### src/hdl/moving_average_cross_signal_top_macros.svh
// assertion macros for the rtl top module
`ifndef MOVING_AVERAGE_CROSS_SIGNAL_TOP_MACROS_SVH
`define MOVING_AVERAGE_CROSS_SIGNAL_TOP_MACROS_SVH

`ifndef SYNTHESIS
`define MACS_ASSERT(label, clk, rst_n, prop, msg) \
    label: assert property (@(posedge clk) disable iff (!rst_n) prop) else $error(msg);
`define MACS_ASSERT_ALWAYS(label, clk, prop, msg) \
    label: assert property (@(posedge clk) prop) else $error(msg);
`else
`define MACS_ASSERT(label, clk, rst_n, prop, msg)
`define MACS_ASSERT_ALWAYS(label, clk, prop, msg)
`endif

`endif

### src/hdl/macs_pkg.sv
package macs_pkg;

    localparam int PRICE_BITS = 32;
    localparam int PERIOD_W   = 7;

    // signal codes
    localparam logic [1:0] SIG_NONE = 2'd0;
    localparam logic [1:0] SIG_BUY  = 2'd1;
    localparam logic [1:0] SIG_SELL = 2'd2;
    localparam logic [1:0] SIG_HOLD = 2'd3;

    // register indexes (word address bit)
    localparam logic REG_FAST_LEN = 1'b0;
    localparam logic REG_SLOW_LEN = 1'b1;

    localparam logic [PERIOD_W-1:0] FAST_LEN_RST = 7'd5;
    localparam logic [PERIOD_W-1:0] SLOW_LEN_RST = 7'd20;

    typedef struct packed {
        logic [PRICE_BITS-1:0] close_price;
        logic                  pos_held;
    } t_in_item;

    typedef struct packed {
        logic [1:0]            signal;
        logic [PRICE_BITS-1:0] fast_avg;
        logic [PRICE_BITS-1:0] slow_avg;
    } t_out_item;

endpackage

### src/hdl/moving_average_cross_signal_top.sv
// moving average crossover signal generator
// input channel: i_in_valid / o_in_stall carry one bar (close price in unsigned
//   Q24.8 and a position-held flag); a transfer happens when valid is high and
//   stall is low
// output channel: o_out_valid / i_out_stall carry one result per bar: the
//   signal code (none, buy, sell, hold) and the latest fast and slow averages
// config: apb-style port, fast window length at byte 0, slow at byte 4
// timing: one bar at a time; the ring pass sums the newest L prices, L being
//   the larger effective period, capped by the prices seen, at most MAX_PERIOD,
//   with one read per cycle; then two restoring divisions of 39 steps run on
//   one shared subtractor, and a window not yet filled skips its division;
//   the next bar can transfer in the cycle after the result is loaded
// stall stays high from a transfer until the result is loaded into the
//   output register; a finished result may wait there while the next bar is
//   taken, and the sequencer only waits when a new result meets a full,
//   stalled output register
// reset: synchronous active low; clears counters, averages, last signal and
//   restores period defaults (5 and 20); ring contents are never cleared,
//   only written entries are ever read
`include "moving_average_cross_signal_top_macros.svh"

module moving_average_cross_signal_top #(
    parameter int MAX_PERIOD = 64
) (
    input  logic                 i_clk,
    input  logic                 i_rst_n,
    // input channel
    input  logic                 i_in_valid,
    output logic                 o_in_stall,
    input  macs_pkg::t_in_item   i_in_data,
    // output channel
    output logic                 o_out_valid,
    input  logic                 i_out_stall,
    output macs_pkg::t_out_item  o_out_data,
    // config port
    input  logic                 psel,
    input  logic                 penable,
    input  logic                 pwrite,
    input  logic [2:0]           paddr,
    input  logic [31:0]          pwdata,
    output logic [31:0]          prdata,
    output logic                 pready
);

    localparam int PW     = macs_pkg::PRICE_BITS;
    localparam int PERW   = macs_pkg::PERIOD_W;
    localparam int IDX_W  = $clog2(MAX_PERIOD);
    localparam int SEEN_W = $clog2(MAX_PERIOD + 1);
    // window sum width, wide enough for 127 prices
    localparam int SUM_W  = PW + PERW;
    localparam int DCNT_W = $clog2(SUM_W);

    typedef enum logic [4:0] {
        S_IDLE = 5'b00001,
        S_SUM  = 5'b00010,
        S_LOAD = 5'b00100,
        S_DIV  = 5'b01000,
        S_OUT  = 5'b10000
    } t_state;

    // zero acts as one, above the ring depth acts as the ring depth
    function automatic logic [PERW-1:0] eff_period(input logic [PERW-1:0] p);
        logic [PERW-1:0] e;
        if (p == '0) begin
            e = PERW'(1);
        end else if (32'(p) > MAX_PERIOD) begin
            e = PERW'(MAX_PERIOD);
        end else begin
            e = p;
        end
        return e;
    endfunction

    // config registers
    logic [PERW-1:0] r_fast_len, r_slow_len;

    // sequencer and item state
    t_state             r_state, n_state;
    logic [IDX_W-1:0]   r_wslot, n_wslot;
    logic [SEEN_W-1:0]  r_seen, n_seen;
    logic               r_hold, n_hold;
    logic [PERW-1:0]    r_pf, n_pf, r_ps, n_ps;
    logic [SEEN_W-1:0]  r_len, n_len;

    // ring read pass
    logic [IDX_W-1:0]   r_rd_ptr, n_rd_ptr;
    logic [SEEN_W-1:0]  r_rd_cnt, n_rd_cnt;
    logic [SEEN_W-1:0]  r_rd_i, n_rd_i;
    logic               r_rd_vld, n_rd_vld;
    logic [PW-1:0]      r_rd_data;
    logic [SUM_W-1:0]   r_acc, n_acc;
    logic [SUM_W-1:0]   r_fast_sum, n_fast_sum;
    logic [SUM_W-1:0]   r_slow_sum, n_slow_sum;

    // shared divider
    logic               r_div_sel, n_div_sel;
    logic [SUM_W-1:0]   r_div_q, n_div_q;
    logic [PERW-1:0]    r_div_r, n_div_r;
    logic [PERW-1:0]    r_div_d, n_div_d;
    logic [DCNT_W-1:0]  r_div_cnt, n_div_cnt;

    // averages and signal history
    logic [PW-1:0]      r_fast_old, n_fast_old, r_fast_cur, n_fast_cur;
    logic [PW-1:0]      r_slow_old, n_slow_old, r_slow_cur, n_slow_cur;
    logic [1:0]         r_fast_cnt, n_fast_cnt, r_slow_cnt, n_slow_cnt;
    logic [1:0]         r_last_sig, n_last_sig;

    // output register
    logic                 r_out_valid, n_out_valid;
    macs_pkg::t_out_item  r_out_data, n_out_data;

    // price ring
    logic [PW-1:0] mem_ring [MAX_PERIOD];

    logic in_xfer;
    logic cfg_wr;
    logic [SEEN_W-1:0] seen_inc;
    logic [PERW-1:0]   pf_new, ps_new, pmax;
    logic              issue;
    logic [SUM_W-1:0]  acc_sum;
    logic              do_fast, do_slow;
    logic [PERW:0]     trial;
    logic              ge;
    logic [SUM_W-1:0]  q_step;
    logic [PERW-1:0]   r_step;
    logic [1:0]        xover, sig, last_upd;

    assign in_xfer    = i_in_valid && !o_in_stall;
    assign o_in_stall = (r_state != S_IDLE);
    assign o_out_valid = r_out_valid;
    assign o_out_data  = r_out_data;

    // config port
    assign pready = 1'b1;
    assign cfg_wr = psel && penable && pwrite && pready;
    assign prdata = (paddr[2] == macs_pkg::REG_SLOW_LEN) ? 32'(r_slow_len)
                                                         : 32'(r_fast_len);

    always_ff @(posedge i_clk) begin
        if (!i_rst_n) begin
            r_fast_len <= macs_pkg::FAST_LEN_RST;
            r_slow_len <= macs_pkg::SLOW_LEN_RST;
        end else if (cfg_wr) begin
            if (paddr[2] == macs_pkg::REG_SLOW_LEN) begin
                r_slow_len <= pwdata[PERW-1:0];
            end else begin
                r_fast_len <= pwdata[PERW-1:0];
            end
        end
    end

    // ring write on transfer, one registered read per cycle
    always_ff @(posedge i_clk) begin
        if (in_xfer) begin
            mem_ring[r_wslot] <= i_in_data.close_price;
        end
        r_rd_data <= mem_ring[r_rd_ptr];
    end

    assign do_fast = 32'(r_seen) >= 32'(r_pf);
    assign do_slow = 32'(r_seen) >= 32'(r_ps);

    // divider step: shift in next dividend bit, subtract when it fits
    assign trial  = {r_div_r, r_div_q[SUM_W-1]};
    assign ge     = (trial >= {1'b0, r_div_d});
    assign r_step = ge ? PERW'(trial - {1'b0, r_div_d}) : trial[PERW-1:0];
    assign q_step = {r_div_q[SUM_W-2:0], ge};

    assign seen_inc = (32'(r_seen) < MAX_PERIOD) ? r_seen + SEEN_W'(1) : r_seen;
    assign pf_new   = eff_period(r_fast_len);
    assign ps_new   = eff_period(r_slow_len);
    assign pmax     = (pf_new > ps_new) ? pf_new : ps_new;
    assign issue    = (r_rd_cnt < r_len);
    assign acc_sum  = r_acc + SUM_W'(r_rd_data);

    // crossover decision on the updated averages
    always_comb begin
        xover    = macs_pkg::SIG_NONE;
        last_upd = r_last_sig;
        if (r_fast_cnt == 2'd2 && r_slow_cnt == 2'd2) begin
            if (r_fast_old <= r_slow_old && r_fast_cur > r_slow_cur) begin
                xover = macs_pkg::SIG_BUY;
            end else if (r_fast_old >= r_slow_old && r_fast_cur < r_slow_cur) begin
                xover = macs_pkg::SIG_SELL;
            end
        end
        if (!do_slow) begin
            sig = macs_pkg::SIG_NONE;
        end else if (xover == macs_pkg::SIG_BUY && r_hold) begin
            sig = macs_pkg::SIG_HOLD;
        end else if (xover == macs_pkg::SIG_SELL && !r_hold) begin
            sig = macs_pkg::SIG_HOLD;
        end else if (xover == r_last_sig) begin
            sig = macs_pkg::SIG_HOLD;
        end else begin
            sig = xover;
            if (xover != macs_pkg::SIG_NONE) begin
                last_upd = xover;
            end
        end
    end

    // sequencer
    always_comb begin
        n_state     = r_state;
        n_wslot     = r_wslot;
        n_seen      = r_seen;
        n_hold      = r_hold;
        n_pf        = r_pf;
        n_ps        = r_ps;
        n_len       = r_len;
        n_rd_ptr    = r_rd_ptr;
        n_rd_cnt    = r_rd_cnt;
        n_rd_i      = r_rd_i;
        n_rd_vld    = 1'b0;
        n_acc       = r_acc;
        n_fast_sum  = r_fast_sum;
        n_slow_sum  = r_slow_sum;
        n_div_sel   = r_div_sel;
        n_div_q     = r_div_q;
        n_div_r     = r_div_r;
        n_div_d     = r_div_d;
        n_div_cnt   = r_div_cnt;
        n_fast_old  = r_fast_old;
        n_fast_cur  = r_fast_cur;
        n_slow_old  = r_slow_old;
        n_slow_cur  = r_slow_cur;
        n_fast_cnt  = r_fast_cnt;
        n_slow_cnt  = r_slow_cnt;
        n_last_sig  = r_last_sig;
        n_out_valid = r_out_valid && i_out_stall;
        n_out_data  = r_out_data;

        case (r_state)
            S_IDLE: begin
                if (in_xfer) begin
                    n_wslot  = (32'(r_wslot) == MAX_PERIOD - 1) ? '0
                                                                : r_wslot + IDX_W'(1);
                    n_seen   = seen_inc;
                    n_hold   = i_in_data.pos_held;
                    n_pf     = pf_new;
                    n_ps     = ps_new;
                    // newest prices needed, never more than have been written
                    n_len    = (32'(pmax) < 32'(seen_inc)) ? SEEN_W'(pmax) : seen_inc;
                    n_rd_ptr = r_wslot;
                    n_rd_cnt = '0;
                    n_acc    = '0;
                    n_state  = S_SUM;
                end
            end
            S_SUM: begin
                if (issue) begin
                    n_rd_cnt = r_rd_cnt + SEEN_W'(1);
                    n_rd_ptr = (r_rd_ptr == '0) ? IDX_W'(MAX_PERIOD - 1)
                                                : r_rd_ptr - IDX_W'(1);
                    n_rd_i   = r_rd_cnt;
                    n_rd_vld = 1'b1;
                end
                if (r_rd_vld) begin
                    n_acc = acc_sum;
                    if (32'(r_rd_i) == 32'(r_pf) - 32'd1) begin
                        n_fast_sum = acc_sum;
                    end
                    if (32'(r_rd_i) == 32'(r_ps) - 32'd1) begin
                        n_slow_sum = acc_sum;
                    end
                end
                if (!issue && !r_rd_vld) begin
                    n_div_sel = 1'b0;
                    n_state   = S_LOAD;
                end
            end
            S_LOAD: begin
                n_div_r   = '0;
                n_div_cnt = '0;
                if (!r_div_sel) begin
                    n_div_q = r_fast_sum;
                    n_div_d = r_pf;
                    if (do_fast) begin
                        n_state = S_DIV;
                    end else begin
                        n_div_sel = 1'b1;
                    end
                end else begin
                    n_div_q = r_slow_sum;
                    n_div_d = r_ps;
                    n_state = do_slow ? S_DIV : S_OUT;
                end
            end
            S_DIV: begin
                n_div_q   = q_step;
                n_div_r   = r_step;
                n_div_cnt = r_div_cnt + DCNT_W'(1);
                if (32'(r_div_cnt) == SUM_W - 1) begin
                    if (!r_div_sel) begin
                        n_fast_old  = r_fast_cur;
                        n_fast_cur  = q_step[PW-1:0];
                        n_fast_cnt  = (r_fast_cnt == 2'd2) ? r_fast_cnt : r_fast_cnt + 2'd1;
                        n_div_sel   = 1'b1;
                        n_state     = S_LOAD;
                    end else begin
                        n_slow_old  = r_slow_cur;
                        n_slow_cur  = q_step[PW-1:0];
                        n_slow_cnt  = (r_slow_cnt == 2'd2) ? r_slow_cnt : r_slow_cnt + 2'd1;
                        n_state     = S_OUT;
                    end
                end
            end
            S_OUT: begin
                // wait only while the previous result is still held
                if (!(r_out_valid && i_out_stall)) begin
                    n_out_valid         = 1'b1;
                    n_out_data.signal   = sig;
                    n_out_data.fast_avg = r_fast_cur;
                    n_out_data.slow_avg = r_slow_cur;
                    n_last_sig          = last_upd;
                    n_state             = S_IDLE;
                end
            end
            default: begin
                n_state = S_IDLE;
            end
        endcase
    end

    // control state
    always_ff @(posedge i_clk) begin
        if (!i_rst_n) begin
            r_state     <= S_IDLE;
            r_wslot     <= '0;
            r_seen      <= '0;
            r_rd_vld    <= 1'b0;
            r_rd_cnt    <= '0;
            r_rd_ptr    <= '0;
            r_len       <= '0;
            r_div_sel   <= 1'b0;
            r_div_cnt   <= '0;
            r_fast_old  <= '0;
            r_fast_cur  <= '0;
            r_slow_old  <= '0;
            r_slow_cur  <= '0;
            r_fast_cnt  <= '0;
            r_slow_cnt  <= '0;
            r_last_sig  <= macs_pkg::SIG_NONE;
            r_out_valid <= 1'b0;
        end else begin
            r_state     <= n_state;
            r_wslot     <= n_wslot;
            r_seen      <= n_seen;
            r_rd_vld    <= n_rd_vld;
            r_rd_cnt    <= n_rd_cnt;
            r_rd_ptr    <= n_rd_ptr;
            r_len       <= n_len;
            r_div_sel   <= n_div_sel;
            r_div_cnt   <= n_div_cnt;
            r_fast_old  <= n_fast_old;
            r_fast_cur  <= n_fast_cur;
            r_slow_old  <= n_slow_old;
            r_slow_cur  <= n_slow_cur;
            r_fast_cnt  <= n_fast_cnt;
            r_slow_cnt  <= n_slow_cnt;
            r_last_sig  <= n_last_sig;
            r_out_valid <= n_out_valid;
        end
    end

    // datapath registers
    always_ff @(posedge i_clk) begin
        r_hold     <= n_hold;
        r_pf       <= n_pf;
        r_ps       <= n_ps;
        r_rd_i     <= n_rd_i;
        r_acc      <= n_acc;
        r_fast_sum <= n_fast_sum;
        r_slow_sum <= n_slow_sum;
        r_div_q    <= n_div_q;
        r_div_r    <= n_div_r;
        r_div_d    <= n_div_d;
        r_out_data <= n_out_data;
    end

    // checks
    `MACS_ASSERT(a_xfer_starts_sum, i_clk, i_rst_n, in_xfer |=> r_state == S_SUM, "transfer did not start the ring pass")
    `MACS_ASSERT(a_fast_cnt_sat, i_clk, i_rst_n, r_fast_cnt != 2'd3, "fast average count past two")
    `MACS_ASSERT(a_last_not_hold, i_clk, i_rst_n, r_last_sig != macs_pkg::SIG_HOLD, "hold stored as last signal")
    `MACS_ASSERT(a_seen_bound, i_clk, i_rst_n, 32'(r_seen) <= MAX_PERIOD, "price count past ring depth")
    `MACS_ASSERT(a_out_from_seq, i_clk, i_rst_n, $rose(r_out_valid) |-> $past(r_state == S_OUT), "result loaded outside the output step")

endmodule

### config.mk
export PLATFORM = sky130hd
export DESIGN_NAME = moving_average_cross_signal_top
export DESIGN_NICKNAME = d
export VERILOG_FILES = /design/src/hdl/macs_pkg.sv /design/src/hdl/moving_average_cross_signal_top.sv
export VERILOG_INCLUDE_DIRS = /design/src /design/src/hdl
export SDC_FILE = /design/constraint.sdc
export NUM_CORES = 2
export LEC_CHECK = 0
export ABC_AREA = 1
export BUFFER_PORTS_ARGS = -buffer_cell sky130_fd_sc_hd__buf_2
export CAP_MARGIN = 20
export CORE_MARGIN = 2
export CORE_UTILIZATION = 35
export CTS_BUF_LIST = sky130_fd_sc_hd__clkbuf_8
export CTS_CLUSTER_DIAMETER = 120
export DETAILED_ROUTE_END_ITERATION = 12
export PLACE_DENSITY = 0.56
export SYNTH_ARGS = -nofsm -noshare
export SYNTH_HDL_FRONTEND = slang
export SYNTH_SLANG_ARGS = --single-unit
### constraint.sdc
create_clock -name i_clk -period 5.2 [get_ports i_clk]
set_input_delay 0 -clock i_clk [delete_from_list [all_inputs] [get_ports i_clk]]
set_output_delay 0 -clock i_clk [all_outputs]
set_load 0.005 [all_outputs]
Word level (Yosys, flattened, before mapping)
Memories as Yosys holds them, arrays and structs flattened. A register that Yosys moved wholly into a read port is not among the register bits.
Index checks and enable logic that the tools add are counted.
{"block": "totals", "elab_cells": 174, "memories": 1, "reg_bits": 453, "ram_bits": 2048}
{"name": "mem_ring", "depth": 64, "word_bits": 32, "read_ports": 1, "rd_clocked_by_memory_dff": 1, "write_ports": 1, "line_no": "moving_average_cross_signal_top.sv:113", "rtl": "logic [PW-1:0] mem_ring [MAX_PERIOD];"}
{"block": "op_classes", "n_bitwise": 8, "muxes": 49, "add_sub_neg": 11, "eq_ne": 22, "order_cmp": 13, "reduce_logical": 38}
{"cell": "$pmux W39 S2", "n": 2}
{"cell": "$mux W39", "n": 3}
{"cell": "$mux W7", "n": 12}
{"cell": "$eq A7 B32 Y1", "n": 2}
{"cell": "$mux W5", "n": 8}
{"cell": "$add A39 B32 Y39", "n": 1}
{"cell": "$ge A32 B32 Y1", "n": 1}
{"cell": "$gt A32 B32 Y1", "n": 1}
{"cell": "$le A32 B32 Y1", "n": 1}
{"cell": "$lt A32 B32 Y1", "n": 1}
{"cell": "$pmux W7 S2", "n": 2}
{"cell": "$pmux W5 S5", "n": 1}
{"cell": "$mux W6", "n": 4}
{"cell": "$pmux W6 S2", "n": 2}
{"cell": "$reduce_and A3 Y1", "n": 7}
{"cell": "$sub A7 B1 Y8 const B", "n": 2}
{"cell": "$add A7 B1 Y7 const B", "n": 2}
{"cell": "$ge A7 B7 Y1", "n": 2}
{"cell": "$gt A7 B7 Y1 const B", "n": 2}
{"cell": "$logic_not A7 Y1", "n": 2}
{"cell": "$lt A7 B7 Y1", "n": 2}
{"cell": "$add A6 B1 Y6 const B", "n": 2}
{"cell": "$eq A6 B6 Y1 const B", "n": 2}
{"cell": "$mux W2", "n": 6}
{"cell": "other kinds (29)", "n": 71}

Longest topological paths before layout
{"block": "logic_depth", "ltp_word": 9, "mapped_depth": 26, "mapped_depth_nobuf": 25}

Worst setup path after synthesis
Ideal clock, no wire load.
{"block": "synth_timing", "path_type": "flip-flop to flip-flop", "start": "register r_state[2]", "end": "register r_fast_sum[0] (enable)", "n_path_buf": 1, "period_less_slack_ns": 4.791, "setup_slack_ns": 0.409, "path_stages_with_launch": 9, "arrival_ns": 4.296, "cell_sequence": "dfxtp_1 nor2_1 inv_1 nor4_2 buf_2 o21ai_1 a211oi_1 o2111ai_1 a211oi_1"}
{"block": "synth_via", "elab_chain_cells": 2}
{"element": "from (decl)", "line_no": "moving_average_cross_signal_top.sv:78", "rtl": "t_state r_state, n_state;"}
{"element": "from (signal assigned)", "line_no": "moving_average_cross_signal_top.sv:347", "rtl": "r_state <= n_state;"}
{"element": "$eq A5 B2 Y1", "line_no": "moving_average_cross_signal_top.sv:234", "rtl": "case (r_state)"}
{"element": "$reduce_and A3 Y1 (no source line)"}
{"element": "to (signal assigned)", "line_no": "moving_average_cross_signal_top.sv:374", "rtl": "r_fast_sum <= n_fast_sum;"}
{"element": "to (decl)", "line_no": "moving_average_cross_signal_top.sv:92", "rtl": "logic [SUM_W-1:0] r_fast_sum, n_fast_sum;"}
No other way between the ends.
A chain may end at the register's enable or synchronous reset.

==> tab_implementation.tex <==
\begin{tabular}{lr}
\hline
Metric & Value \\
\hline
\multicolumn{2}{l}{\textbf{Detailed routing}} \\
\quad First-pass iteration count of the detailed router & 5 \\
\quad Overall routed net length & 301 mm \\
\quad DRC marker count from the first detailed-route iteration & 7,662 \\
\quad DR vias & 69,300 \\
\quad DR vias/cell & 5.37 \\
\quad Number of nets with antenna violations after detailed routing & 0 \\
\quad \# DRC & 0 \\
\quad Average wire per standard cell & 23.3 um \\
\multicolumn{2}{l}{\textbf{Synthesis}} \\
\quad Synth Area in Compound Gates & 0.133 \\
\quad Main combinational cell family by area after synthesis & compound AO/OA/AOI/OAI gates \\
\quad Synth area leaders & sky130\_fd\_sc\_hd\_\_edfxtp\_1 67\%, sky130\_fd\_sc\_hd\_\_o21ai\_0 6.9\%, sky130\_fd\_sc\_hd\_\_nor2\_1 6.0\% \\
\quad Dominant cell by count in the synthesized netlist & sky130\_fd\_sc\_hd\_\_edfxtp\_1 \\
\quad Cell count after synthesis & 8,362 \\
\quad Synth unique cells & 66 \\
\quad Share of flip-flops with an asynchronous set or reset & 0 \\
\quad Post-synth top area share & 0.675 \\
\quad Adder-cell share of the synthesized area & 0.0182 \\
\quad Most frequent cells after synthesis & 2,306 x sky130\_fd\_sc\_hd\_\_edfxtp\_1, 1,652 x sky130\_fd\_sc\_hd\_\_nor2\_1, 1,418 x sky130\_fd\_sc\_hd\_\_o21ai\_0 \\
\quad Sequential area share after synthesis & 0.719 \\
\quad Synth Cell Area & 103,000 um\^{}2 \\
\quad Post-synthesis sequential element count & 2,533 \\
\quad Library cell with the largest summed area after synthesis & sky130\_fd\_sc\_hd\_\_edfxtp\_1 \\
\quad Ys Warns & 0 \\
\quad Per-instance average area after synthesis & 12.3 um\^{}2 \\
\quad Simple logic cell fraction of the synthesized area & 0.0884 \\
\quad Leading register cell type out of synthesis & sky130\_fd\_sc\_hd\_\_edfxtp\_1 \\
\quad Portion of netlist area occupied by mux cells & 0.0000975 \\
\quad EDFF count, synth & 2,306 \\
\quad Share of the synthesized netlist area taken by xor and xnor gates & 0.00503 \\
\multicolumn{2}{l}{\textbf{Job}} \\
\quad Number of max-cap violations & 0 \\
\multicolumn{2}{l}{\textbf{Critical path}} \\
\quad Delay of the slowest cell on the worst path & 0.95 ns \\
\quad End point of the critical path & r\_rd\_data[5] \\
\quad Critical Path Source Type & register \\
\quad Crit path required time & 5.91 ns \\
\quad Critical path arrival & 4.61 ns \\
\quad FF-to-FF Start & r\_rd\_ptr[0] \\
\quad End of the worst register-to-register path & r\_rd\_data[5] \\
\quad Critical Setup Path Class & reg2reg \\
\quad Count of buffering cells on the critical path with inverters included & 2 \\
\quad Critical path's top delay family & compound AO/OA/AOI/OAI gates \\
\quad Worst setup slack for register-to-register paths & 1.30 ns \\
\quad Worst setup path startpoint & r\_rd\_ptr[0] \\
\quad Total number of cells along the worst setup path & 8 \\
\quad Cell with the largest stage delay on the worst path & sky130\_fd\_sc\_hd\_\_dfxtp\_4 \\
\quad Largest fanout on the critical path & 152 \\
\quad Depth of the worst register-to-register path & 8 \\
\quad Endpoint class of the critical path & register \\
\quad Cell chain of the critical path & inv\_16, buf\_12, o21ai\_0, o22ai\_1, o21ai\_0, o22ai\_1, o21ai\_0, o22ai\_1 \\
\multicolumn{2}{l}{\textbf{Placed design}} \\
\quad Buffers added on ports & 122 \\
\quad RePlAce Congestion & 0.879 \\
\quad Half-perimeter wire length of the detailed placement result & 171 mm \\
\quad Placement Cell Area & 108,000 um\^{}2 \\
\quad Setup slack after placement & 1.47 ns \\
\multicolumn{2}{l}{\textbf{Power}} \\
\quad IR Drop Worst-Case VDD & 0.247 mV \\
\quad Power per cell area & 404 nW/um\^{}2 \\
\quad Total design power & 47,100 uW \\
\quad Leakage power total & 0.0393 uW \\
\multicolumn{2}{l}{\textbf{Timing}} \\
\quad Maximum clock skew at final layout & 0.113 ns \\
\quad Slew of the pin with the lowest slew margin & 1.13 ns \\
\quad Fmax & 0.257 GHz \\
\quad Final setup fails & 0 \\
\quad Worst slew margin relative to its limit & 0.240 \\
\quad Setup slack after layout & 1.30 ns \\
\quad Post-layout min period & 3.90 ns \\
\quad Unrepaired setup endpoints after global routing & false \\
\quad Max Transition Viols Final & 0 \\
\quad Final total negative setup slack & 0 ns \\
\quad Worst hold slack across all endpoints & 0.122 ns \\
\quad Hold Violations, Final & 0 \\
\quad Post-route fraction of the period consumed by the critical path & 0.750 \\
\multicolumn{2}{l}{\textbf{Layout}} \\
\quad Layout overhead on the synthesized area & 13.6\% \\
\quad Fraction of final layout cells with drive strength greater than 1 & 0.110 \\
\quad Filler cell count & 27,500 \\
\quad Area used by multi-input combinational logic & 25,800 um\^{}2 \\
\quad Fin area & 117,000 um\^{}2 \\
\quad Number of nets in the layout & 8,890 \\
\quad Reg area & 73,800 um\^{}2 \\
\multicolumn{2}{l}{\textbf{Floorplanning}} \\
\quad Cell row count & 198 \\
\quad I/O Pins & 176 \\
\quad Effective utilization at floorplan & 0.352 \\
\quad Horizontal extent of the die & 546 um \\
\quad Placeable core region & 291,000 um\^{}2 \\
\quad Die Footprint & 298,000 um\^{}2 \\
\quad Die boundary height & 546 um \\
\multicolumn{2}{l}{\textbf{Global route}} \\
\quad Congestion Overflow GR & 0 \\
\quad GRT Overall Usage & 0.195 \\
\quad Number of antenna violations at the first check in global routing & 12 \\
\quad Vias in the first global route & 66,800 \\
\quad Wire length of the first global-routing pass & 441 mm \\
\quad Largest net degree at the start of global routing & 153 \\
\multicolumn{2}{l}{\textbf{Clocking}} \\
\quad TritonCTS clock tree & built \\
\quad Clock insertion delay at the later pin of the skew report & 1.04 ns \\
\quad \# hold bufs at CTS & 69 \\
\quad Depth of the CTS H-tree & 5 \\
\quad Cell at the root of the clock tree & sky130\_fd\_sc\_hd\_\_clkbuf\_8 \\
\quad CTS-repair resized insts & 0 \\
\quad Post-CTS Setup Repair Bufs & 0 \\
\quad Maximum root-to-sink buffer count & 4 \\
\quad Clock-pin slew on the worst setup and hold paths & 0.07 ns \\
\quad Total clock buffers created by CTS & 407 \\
\quad Total number of clock tree sinks & 2,533 \\
\multicolumn{2}{l}{\textbf{Status}} \\
\quad Result of the run & complete, no violations \\
\multicolumn{2}{l}{\textbf{Worst hold path}} \\
\quad Source of the worst hold timing path & i\_rst\_n \\
\quad Hold-critical path depth & 3 \\
\quad Worst hold path class & in2reg \\
\hline
\end{tabular}
-- cell families (layout without fill, tap and decap cells) --
kind of cell / after synthesis / after routing
mux: 1 / 1
other cells: 2 / 32
compound gates: 2466 / 2466
fa+ha+maj: 148 / 148
buf+inv: 855 / 1460
simple gates: 2298 / 2298
flops: 2533 / 2533
xor+xnor: 59 / 59
-- worst min-delay path by stage --
stage | endpoint | slack (ns)
after detailed placement | r_hold | 0.21
after CTS | r_fast_cur[11] | 0.04
final | r_slow_len[2] | 0.12
after global routing | r_slow_len[2] | 0.13
after floorplan | prdata[1] | 0.08
after global placement | r_hold | 0.21
-- area by class of cell --
cell class                      count  share of cell area
Tap cell                         3900              0.0419
Inverter                          307              0.0103
Clock inverter                    312              0.0148
Antenna cell                        6            0.000129
Sequential cell                  2533               0.633
Clock buffer                      421              0.0497
Multi-Input combinational cell   4998               0.221
Timing Repair Buffer              420              0.0290
-- worst min-delay path, stage by stage --
cell,delay (ns)
sky130_fd_sc_hd__dlygate4sd3_1,0.54
sky130_fd_sc_hd__buf_4,0.31
sky130_fd_sc_hd__nand3_1,0.16
-- power by group --
group          total [uW]  switching, uW  internal (uW)
Clock               16100           7930           8210
Combinational        7920           5800           2130
Sequential          23100            403          22700
-- metal layers --
layer  up-vias  global-route usage  wire length [um]
li1      31300                   -                 -
met1     34900               0.279            133000
met2      2741               0.308            137000
met3       437              0.0266             22200
met4         4              0.0613              8570
met5         -                   0                26
-- flip-flops by register name, indices dropped and copies added (netlist names), 32 cells and up --
name        count
mem_ring     2048
r_slow_old     32
r_div_q        39
r_fast_sum     39
r_fast_cur     32
r_acc          39
r_slow_sum     39
r_slow_cur     32
r_rd_data      32
o_out_data     66
r_fast_old     32
-- layout by cell type (no fill, tap or decap), types with 114 or more instances in the layout --
| cell type | n |
|---|---|
| sky130_fd_sc_hd__ha_1 | 146 |
| sky130_fd_sc_hd__nand2_1 | 425 |
| sky130_fd_sc_hd__o22ai_1 | 549 |
| sky130_fd_sc_hd__clkbuf_8 | 421 |
| sky130_fd_sc_hd__a21oi_1 | 227 |
| sky130_fd_sc_hd__buf_4 | 206 |
| sky130_fd_sc_hd__o21ai_0 | 1418 |
| sky130_fd_sc_hd__nand3_1 | 114 |
| sky130_fd_sc_hd__nor2_1 | 1588 |
| sky130_fd_sc_hd__dfxtp_1 | 220 |
| sky130_fd_sc_hd__edfxtp_1 | 2306 |
| sky130_fd_sc_hd__inv_1 | 438 |
| sky130_fd_sc_hd__buf_2 | 117 |
-- through the flow --
stage,utilization,instances
after global routing,0.400,12900
after detailed placement,0.372,12100
after CTS,0.400,12900
final,0.400,12900
after floorplan,-,8386
after global placement,0.372,12100
Note: power is estimated with default switching activity, not from simulation.
